## src/rtl/estuc_pkg.sv

```systemverilog
`default_nettype none
// ----------------------------------------------------------------------------
// estuc_pkg
// Shared types, constants and calendar helpers for the epoch-to-calendar block.
// ----------------------------------------------------------------------------
package estuc_pkg;

    localparam int EPOCH_W = 32;
    localparam int DATA_W  = 48;     // 46 payload bits rounded up to bytes
    localparam int NUM_W   = 33;     // biased epoch width
    localparam int QUO_W   = 16;     // biased day number, below 49712
    localparam int REM_W   = 17;     // second of day, 86400 < 2**17
    localparam int DAYS_W  = 17;     // signed day count

    localparam logic [NUM_W-1:0]  EPOCH_BIAS = 33'd2147558400; // 24856 whole days
    localparam logic [NUM_W-1:0]  DAY_SECS   = 33'd86400;
    localparam logic [REM_W-1:0]  HOUR_SECS  = 17'd3600;
    localparam logic [REM_W-1:0]  MIN_SECS   = 17'd60;
    localparam logic [DAYS_W-1:0] DAY_BIAS   = 17'd24856;
    localparam logic [7:0]        BASE_YEAR  = 8'd70;          // 1970 - 1900

    // Reciprocals, ceil(2**k / d); exact for the operand ranges used here.
    // 86400 = 128 * 675, 3600 = 16 * 225, 60 = 4 * 15.
    localparam logic [26:0] DAY_RECIP  = 27'd101806633;  // 2**36 / 675
    localparam logic [16:0] WEEK_RECIP = 17'd74899;      // 2**19 / 7
    localparam logic [13:0] HOUR_RECIP = 14'd9321;       // 2**21 / 225
    localparam logic [10:0] MIN_RECIP  = 11'd1093;       // 2**14 / 15

    // controller -> datapath
    typedef struct packed {
        logic load;
        logic quo_step;
        logic sod_step;
        logic hour_step;
        logic hrem_step;
        logic min_step;
        logic srem_step;
        logic year_step;
        logic month_init;
        logic month_step;
        logic out_load;
    } cmd_t;

    // datapath -> controller
    typedef struct packed {
        logic year_done;
        logic month_done;
        logic out_busy;
    } sts_t;

    // y is the year minus 1900
    function automatic logic is_leap(input logic [7:0] y);
        return (y[1:0] == 2'b00) && (y != 8'd0) && (y != 8'd200);
    endfunction

    function automatic logic [8:0] year_len(input logic [7:0] y);
        return is_leap(y) ? 9'd366 : 9'd365;
    endfunction

    function automatic logic [4:0] month_len(input logic [3:0] m, input logic leap);
        logic [4:0] len;
        case (m)
            4'd0:    len = 5'd31;
            4'd1:    len = leap ? 5'd29 : 5'd28;
            4'd2:    len = 5'd31;
            4'd3:    len = 5'd30;
            4'd4:    len = 5'd31;
            4'd5:    len = 5'd30;
            4'd6:    len = 5'd31;
            4'd7:    len = 5'd31;
            4'd8:    len = 5'd30;
            4'd9:    len = 5'd31;
            4'd10:   len = 5'd30;
            4'd11:   len = 5'd31;
            default: len = 5'd31;
        endcase
        return len;
    endfunction

endpackage
`default_nettype wire

```

## src/rtl/epoch_seconds_to_utc_calendar.sv

```systemverilog
`default_nettype none
// The year walk steps one year per cycle from 1970 (0..69 years), then the
//   month walk steps through month index 0..11 before the result is loaded.
// The next input is taken in the cycle after the result is loaded, and no
//   beat is taken while the year and month walks run.
// A finished result waits in the output register while the next beat is taken.
// Reset: aresetn synchronous active low; clears sequencer and m_tvalid.
// ----------------------------------------------------------------------------
// epoch_seconds_to_utc_calendar
// Signed Unix seconds to broken-down UTC Gregorian calendar time.
// ----------------------------------------------------------------------------
module epoch_seconds_to_utc_calendar
    import estuc_pkg::*;
(
    input  wire logic                aclk,
    input  wire logic                aresetn,
    // slave side
    input  wire logic                s_tvalid,
    output logic                     s_tready,
    input  wire logic [EPOCH_W-1:0]  s_tdata,   // [31:0] epoch_seconds (signed)
    // master side
    output logic                     m_tvalid,
    input  wire logic                m_tready,
    output logic [DATA_W-1:0]        m_tdata    // [5:0] second, [11:6] minute,
                                                // [16:12] hour, [21:17] day_of_month,
                                                // [25:22] month, [33:26] year_since_1900,
                                                // [42:34] day_of_year, [45:43] weekday,
                                                // [47:46] zero
);

    cmd_t cmd;
    sts_t sts;

    // Sequencer: accept, day quotient, second of day, hour, minute and
    // second splits, year walk, month walk, then load the output register.
    estuc_ctrl u_ctrl (
        .aclk     (aclk),
        .aresetn  (aresetn),
        .s_tvalid (s_tvalid),
        .s_tready (s_tready),
        .sts      (sts),
        .cmd      (cmd)
    );

    // Datapath: the epoch is biased by a whole number of days so that an
    // unsigned reciprocal multiply gives floor semantics for negative
    // times. Weekday is the biased day number mod 7, offset to Sunday = 0.
    estuc_dp u_dp (
        .aclk     (aclk),
        .aresetn  (aresetn),
        .epoch    (s_tdata),
        .cmd      (cmd),
        .sts      (sts),
        .m_tvalid (m_tvalid),
        .m_tready (m_tready),
        .m_tdata  (m_tdata)
    );

endmodule
`default_nettype wire

```

## src/rtl/estuc_ctrl.sv

```systemverilog
`default_nettype none
// ----------------------------------------------------------------------------
// estuc_ctrl
// Sequencer: day split, time-of-day split, year walk, month walk, output.
// ----------------------------------------------------------------------------
module estuc_ctrl
    import estuc_pkg::*;
(
    input  wire logic aclk,
    input  wire logic aresetn,
    input  wire logic s_tvalid,
    output logic      s_tready,
    input  wire sts_t sts,
    output cmd_t      cmd
);

    localparam logic [3:0] ST_IDLE  = 4'd0;
    localparam logic [3:0] ST_QUO   = 4'd1;
    localparam logic [3:0] ST_SOD   = 4'd2;
    localparam logic [3:0] ST_HOUR  = 4'd3;
    localparam logic [3:0] ST_HREM  = 4'd4;
    localparam logic [3:0] ST_MIN   = 4'd5;
    localparam logic [3:0] ST_SREM  = 4'd6;
    localparam logic [3:0] ST_YEAR  = 4'd7;
    localparam logic [3:0] ST_MONTH = 4'd8;
    localparam logic [3:0] ST_DONE  = 4'd9;

    logic [3:0] state_reg, state_next;

    assign s_tready = (state_reg == ST_IDLE);

    always_comb begin
        state_next = state_reg;
        cmd        = '0;
        case (state_reg)
            ST_IDLE: begin
                if (s_tvalid) begin
                    cmd.load   = 1'b1;
                    state_next = ST_QUO;
                end
            end
            ST_QUO: begin
                cmd.quo_step = 1'b1;
                state_next   = ST_SOD;
            end
            ST_SOD: begin
                cmd.sod_step = 1'b1;
                state_next   = ST_HOUR;
            end
            ST_HOUR: begin
                cmd.hour_step = 1'b1;
                state_next    = ST_HREM;
            end
            ST_HREM: begin
                cmd.hrem_step = 1'b1;
                state_next    = ST_MIN;
            end
            ST_MIN: begin
                cmd.min_step = 1'b1;
                state_next   = ST_SREM;
            end
            ST_SREM: begin
                cmd.srem_step = 1'b1;
                state_next    = ST_YEAR;
            end
            ST_YEAR: begin
                if (sts.year_done) begin
                    cmd.month_init = 1'b1;
                    state_next     = ST_MONTH;
                end else begin
                    cmd.year_step = 1'b1;
                end
            end
            ST_MONTH: begin
                if (sts.month_done) begin
                    state_next = ST_DONE;
                end else begin
                    cmd.month_step = 1'b1;
                end
            end
            ST_DONE: begin
                if (!sts.out_busy) begin
                    cmd.out_load = 1'b1;
                    state_next   = ST_IDLE;
                end
            end
            default: begin
                state_next = ST_IDLE;
            end
        endcase
    end

    always_ff @(posedge aclk) begin
        if (!aresetn) begin
            state_reg <= ST_IDLE;
        end else begin
            state_reg <= state_next;
        end
    end

endmodule
`default_nettype wire

```

## src/rtl/estuc_dp.sv

```systemverilog
`default_nettype none
// ----------------------------------------------------------------------------
// estuc_dp
// Datapath: reciprocal divide by 86400, hour/minute split, year and month walks.
// ----------------------------------------------------------------------------
module estuc_dp
    import estuc_pkg::*;
(
    input  wire logic                 aclk,
    input  wire logic                 aresetn,
    input  wire logic [EPOCH_W-1:0]   epoch,
    input  wire cmd_t                 cmd,
    output sts_t                      sts,
    output logic                      m_tvalid,
    input  wire logic                 m_tready,
    output logic [DATA_W-1:0]         m_tdata
);

    logic [NUM_W-1:0]  num_reg, num_next;     // biased epoch
    logic [QUO_W-1:0]  quo_reg, quo_next;     // biased day number
    logic [REM_W-1:0]  rem_reg, rem_next;     // second of day, then leftover seconds
    logic [13:0]       wq_reg, wq_next;       // day number / 7
    logic [2:0]        wk_reg, wk_next;       // day number mod 7
    logic [4:0]        hour_reg, hour_next;
    logic [5:0]        min_reg, min_next;
    logic [DAYS_W-1:0] days_reg, days_next;   // signed day count
    logic [7:0]        year_reg, year_next;
    logic [8:0]        doy_reg, doy_next;
    logic [3:0]        mon_reg, mon_next;
    logic              valid_reg, valid_next;
    logic [DATA_W-1:0] data_reg, data_next;

    // day split
    logic [52:0]       quo_prod;
    logic [NUM_W-1:0]  quo_secs;
    logic [NUM_W-1:0]  sod_full;
    logic [32:0]       wq_prod;
    // time-of-day split
    logic [26:0]       hour_prod;
    logic [REM_W-1:0]  hour_secs;
    logic [20:0]       min_prod;
    logic [REM_W-1:0]  min_secs;
    // year / month walk
    logic              days_neg;
    logic [7:0]        year_dec;
    logic [8:0]        len_cur, len_dec;
    logic [4:0]        dim;
    // output assembly
    logic [3:0]        wd_sum;
    logic [2:0]        wd;
    logic [4:0]        dom;

    // floor(N / 86400) = floor((N >> 7) / 675)
    assign quo_prod  = num_reg[NUM_W-1:7] * DAY_RECIP;
    assign quo_secs  = {{(NUM_W-QUO_W){1'b0}}, quo_reg} * DAY_SECS;
    assign sod_full  = num_reg - quo_secs;
    assign wq_prod   = quo_reg * WEEK_RECIP;

    // floor(s / 3600) = floor((s >> 4) / 225), floor(s / 60) = floor((s >> 2) / 15)
    assign hour_prod = rem_reg[REM_W-1:4] * HOUR_RECIP;
    assign hour_secs = {{(REM_W-5){1'b0}}, hour_reg} * HOUR_SECS;
    assign min_prod  = rem_reg[11:2] * MIN_RECIP;
    assign min_secs  = {{(REM_W-6){1'b0}}, min_reg} * MIN_SECS;

    assign days_neg = days_reg[DAYS_W-1];
    assign year_dec = year_reg - 8'd1;
    assign len_cur  = year_len(year_reg);
    assign len_dec  = year_len(year_dec);
    assign dim      = month_len(mon_reg, is_leap(year_reg));

    assign wd_sum = {1'b0, wk_reg} + 4'd5;
    assign wd     = (wd_sum >= 4'd7) ? 3'(wd_sum - 4'd7) : wd_sum[2:0];
    assign dom    = days_reg[4:0] + 5'd1;

    assign sts.year_done  = !days_neg && (days_reg < {8'd0, len_cur});
    assign sts.month_done = (days_reg[8:0] < {4'd0, dim});
    assign sts.out_busy   = valid_reg && !m_tready;

    always_comb begin
        num_next   = num_reg;
        quo_next   = quo_reg;
        rem_next   = rem_reg;
        wq_next    = wq_reg;
        wk_next    = wk_reg;
        hour_next  = hour_reg;
        min_next   = min_reg;
        days_next  = days_reg;
        year_next  = year_reg;
        doy_next   = doy_reg;
        mon_next   = mon_reg;
        data_next  = data_reg;
        valid_next = valid_reg && !m_tready;

        if (cmd.load) begin
            num_next = {epoch[EPOCH_W-1], epoch} + EPOCH_BIAS;
        end
        if (cmd.quo_step) begin
            quo_next = quo_prod[51:36];
        end
        if (cmd.sod_step) begin
            rem_next  = sod_full[REM_W-1:0];
            wq_next   = wq_prod[32:19];
            days_next = {1'b0, quo_reg} - DAY_BIAS;
            year_next = BASE_YEAR;
        end
        if (cmd.hour_step) begin
            hour_next = hour_prod[25:21];
            // q - 7*(q/7) == q + q/7 mod 8, and the true value is below 7
            wk_next   = quo_reg[2:0] + wq_reg[2:0];
        end
        if (cmd.hrem_step) begin
            rem_next = rem_reg - hour_secs;
        end
        if (cmd.min_step) begin
            min_next = min_prod[19:14];
        end
        if (cmd.srem_step) begin
            rem_next = rem_reg - min_secs;
        end
        if (cmd.year_step) begin
            if (days_neg) begin
                days_next = days_reg + {8'd0, len_dec};
                year_next = year_dec;
            end else begin
                days_next = days_reg - {8'd0, len_cur};
                year_next = year_reg + 8'd1;
            end
        end
        if (cmd.month_init) begin
            doy_next = days_reg[8:0];
            mon_next = '0;
        end
        if (cmd.month_step) begin
            days_next = days_reg - {12'd0, dim};
            mon_next  = mon_reg + 4'd1;
        end
        if (cmd.out_load) begin
            valid_next = 1'b1;
            data_next  = {2'b00, wd, doy_reg, year_reg, mon_reg, dom,
                          hour_reg, min_reg, rem_reg[5:0]};
        end
    end

    always_ff @(posedge aclk) begin
        if (!aresetn) begin
            valid_reg <= 1'b0;
        end else begin
            valid_reg <= valid_next;
        end
    end

    always_ff @(posedge aclk) begin
        num_reg  <= num_next;
        quo_reg  <= quo_next;
        rem_reg  <= rem_next;
        wq_reg   <= wq_next;
        wk_reg   <= wk_next;
        hour_reg <= hour_next;
        min_reg  <= min_next;
        days_reg <= days_next;
        year_reg <= year_next;
        doy_reg  <= doy_next;
        mon_reg  <= mon_next;
        data_reg <= data_next;
    end

    assign m_tvalid = valid_reg;
    assign m_tdata  = data_reg;

`ifndef SYNTHESIS
    // reciprocal quotient must leave a proper second of day
    a_day_split: assert property (@(posedge aclk) disable iff (!aresetn)
        cmd.sod_step |-> (sod_full < DAY_SECS))
        else $error("day split left a bad second of day");

    // time-of-day split must leave a proper time of day
    a_tod_range: assert property (@(posedge aclk) disable iff (!aresetn)
        cmd.out_load |-> (hour_reg < 5'd24) && (min_reg < 6'd60) && (rem_reg < 17'd60))
        else $error("time of day out of range at output load");

    // month walk must end inside the month
    a_month_range: assert property (@(posedge aclk) disable iff (!aresetn)
        cmd.out_load |-> !days_neg && (days_reg < 17'd31) && (mon_reg < 4'd12))
        else $error("month walk ended out of range");

    // year walk hands over a nonnegative day of year
    a_year_handoff: assert property (@(posedge aclk) disable iff (!aresetn)
        cmd.month_init |-> !days_neg && (days_reg < 17'd366))
        else $error("year walk ended with bad day of year");
`endif

endmodule
`default_nettype wire

```

## config.mk

```make
export PLATFORM = sky130hd
export DESIGN_NAME = epoch_seconds_to_utc_calendar
export DESIGN_NICKNAME = d
export VERILOG_FILES = /design/src/rtl/estuc_pkg.sv /design/src/rtl/epoch_seconds_to_utc_calendar.sv /design/src/rtl/estuc_ctrl.sv /design/src/rtl/estuc_dp.sv
export SDC_FILE = /design/constraint.sdc
export NUM_CORES = 1
export LEC_CHECK = 0
export BUFFER_PORTS_ARGS = -buffer_cell sky130_fd_sc_hd__buf_2
export CAP_MARGIN = 30
export CELL_PAD_IN_SITES_DETAIL_PLACEMENT = 1
export CELL_PAD_IN_SITES_GLOBAL_PLACEMENT = 2
export CORE_UTILIZATION = 43
export DETAILED_ROUTE_END_ITERATION = 8
export PLACE_DENSITY = 0.86
export RECOVER_POWER = 25
export SYNTH_ARGS = -nofsm -noshare
export SYNTH_HDL_FRONTEND = slang
export SYNTH_SLANG_ARGS = --single-unit
```

## constraint.sdc

```tcl
create_clock -name aclk -period 8.2 [get_ports aclk]
set_input_delay 0.41 -clock aclk [delete_from_list [all_inputs] [get_ports aclk]]
set_output_delay 0.41 -clock aclk [all_outputs]
set_load 0.02 [all_outputs]
```

==> flow_metrics.py <==
metrics = {
    "status": {
        "status": "complete, no violations",
    },
    "global_routing": {
        "grt_pass1_wl_microns": 111000,
        "use_met2_pct": 41.8,
        "grt_max_degree": 47,
        "grtUsageMet1_pct": 27.8,
        "antenna_found_initial": 2,
        "grt.total_usage_pct": 23.1,
        "grt_use_met3_pct": 3.33,
        "top_usage_layer": "met2",
        "overflow": 0,
        "grt_pass1_vias": 20500,
    },
    "sta": {
        "finalCritPeriodShare_pct": 84.8,
        "min_period_ns": 6.95,
        "hold_viol_final": 0,
        "slew_violations": 0,
        "tightest_slew_ns": 1.07,
        "max_freq_ghz": 0.144,
        "skew_ns": 0.0191,
        "rsz0062_at_grt": "false",
        "tns_ns": 0,
        "max-slew-margin-rel_pct": 27.9,
        "setup_violations": 0,
    },
    "run": {
        "maxCapViolations": 0,
    },
    "critical_path": {
        "cp_data_required_time_ns": 8.51,
        "cp_top_family": "adder cells",
        "cpMostUsedCell": "fa_1",
        "critPathBufInv": 4,
        "path_cells": "ha_1 -> inv_1 -> fa_1 -> fa_1 -> inv_1 -> fa_1 -> inv_1 -> fa_1 -> inv_1 -> fa_1 -> fa_1 -> ha_1 -> nand4_1 -> a21oi_1 -> o2111ai_1 -> nand2_1 -> a211oi_1 -> o31ai_1 -> o41ai_2 -> o211a_1 -> a311oi_1",
        "crit_slowest_cell": "edfxtp_1",
        "cp_data_arrival_time_ns": 7.26,
        "critical_path_class": "reg2reg",
        "crit_path_start_kind": "flip-flop",
        "crit_path_end_kind": "flip-flop",
        "slowest_delay_ns": 0.62,
        "path_max_fanout": 10,
    },
    "logic_synthesis": {
        "yosys_warnings": 0,
        "yosysSeqAreaShare_pct": 19.5,
        "synth-edff-count": 167,
        "ys.flop_type": "edfxtp_1",
        "async_flop_share_pct": 0,
        "syn_inst": 2567,
        "synth_seq_cells": 172,
        "avgSynthCellArea_sq_um": 10.2,
        "synthDistinctLibCells": 70,
        "syn-cell-area_sq_mm": 0.0262,
    },
    "routing": {
        "drt_iter0_drc": 610,
        "detail_route.wl_per_cell_microns": 19.9,
        "via_count": 18100,
        "drc": 0,
        "avgViaCountPerCell": 5.24,
        "drt_wl_total_microns": 68700,
        "postRouteAntennaNets": 0,
        "drt_pass1_iterations": 4,
    },
    "clocking": {
        "clk_path_buf_depth": 2,
        "hold_buffers": 0,
        "clk_pin_slew_ns": 0.08,
        "cts_setup_buffers": 0,
        "cts_tree": "built",
        "cts_htree_levels": 4,
        "cts_resized": 0,
        "clock_sinks": 172,
        "root_buffer": "clkbuf_16",
        "cts_buffers": 17,
        "clk_latency_ns": 0.51,
    },
    "die": {
        "rows": 90,
        "dieArea_sq_mm": 0.0620,
        "core-area_sq_mm": 0.0602,
        "chipHeight_microns": 249,
        "floorplan.initialDensity_pct": 43.5,
        "die_w_microns": 249,
        "io_pins": 86,
    },
    "finish": {
        "largest_reg_flops": 46,
        "final_common_cell": "ha_1",
        "final_cell_mix": "607 x ha_1, 605 x inv_1, 289 x fa_1, 167 x edfxtp_1, 109 x xnor2_1",
        "syn2layout_area_growth_pct": 7.64,
        "drive_gt1_share_pct": 4.54,
        "nets": 3582,
    },
    "place": {
        "dpl.hpwl_microns": 58800,
        "io_buffer_count": 83,
        "gp_congestion": 0.959,
    },
    "worst_hold_path": {
        "min_path_type": "in2reg",
    },
}
## cell families (layout without fill, tap and decap cells)
| group | count (synthesis) | count (layout) | share of synthesized area, % |
|---|---|---|---|
| compound gates | 356 | 356 | 8.70 |
| xor+xnor | 152 | 152 | 5.08 |
| fa+ha+maj | 896 | 896 | 51.0 |
| buf+inv | 639 | 734 | 9.18 |
| flops | 172 | 172 | 19.5 |
| mux | 4 | 4 | 0.158 |
| other cells | 1 | 4 | 0.0143 |
| simple gates | 347 | 347 | 6.31 |
## metrics by stage
step	hold WS, ns	utilization (%)	instances	worst slack (ns)	area, sq um
floorplan	0.400	-	2568	1.78	26200
global placement	0.404	45.8	3412	1.42	27600
detailed placement	0.410	45.8	3412	1.22	27600
CTS	0.0398	46.9	3444	1.20	28200
global route	0.0667	46.8	3445	0.830	28200
finish	0.0797	46.8	3447	1.25	28200
## final timing paths
| kind | start | to | slack (ns) | cells after the start |
|---|---|---|---|---|
| min reg2reg | u_dp.doy_reg[2] | u_dp.m_tdata[36] | 0.43 | 0 |
| max reg2reg | u_dp.num_reg[13] | u_dp.quo_reg[14] | 1.25 | 21 |
| min | s_tdata[7] | u_dp.num_reg[7] | 0.08 | 1 |
| max | u_dp.num_reg[13] | u_dp.quo_reg[14] | 1.25 | 21 |
## cells in the mapped netlist (all sizes together) (16+ instances only)
cell,instances,area (sq um)
clkbuf,28,105
ha,607,7590
nand3,29,145
nor2,95,357
a31oi,18,113
xor2,43,377
fa,289,5790
a21o,34,255
o21bai,16,120
nand4,19,119
a21oi,107,539
o21ai,72,360
nor2b,18,113
nand2,93,349
inv,605,2270
nor3,31,155
edfxtp,167,5010
a211oi,21,163
xnor2,109,955
## routing by layer
metal / share of wire [%] / wire (microns) / up-vias
li1: - / - / 8663
met2: 51 / 34900 / 249
met3: 2.9 / 2000 / 92
met4: 3.1 / 2140 / 0
met1: 43 / 29600 / 9068
met5: 0 / 0 / -
## cell type report
cell class	instances	area, sq um
clock buffer	17	425
sequential	172	5110
tap	782	978
timing repair buffer	97	499
antenna	2	5.00
inverter	605	2270
multi-input combinational	1757	18700
fill	6761	32000
clock inverter	15	206
Power is left out: the tool's default activity adds up to more than one toggle a clock period on the data nets, which glitch-free logic cannot reach.
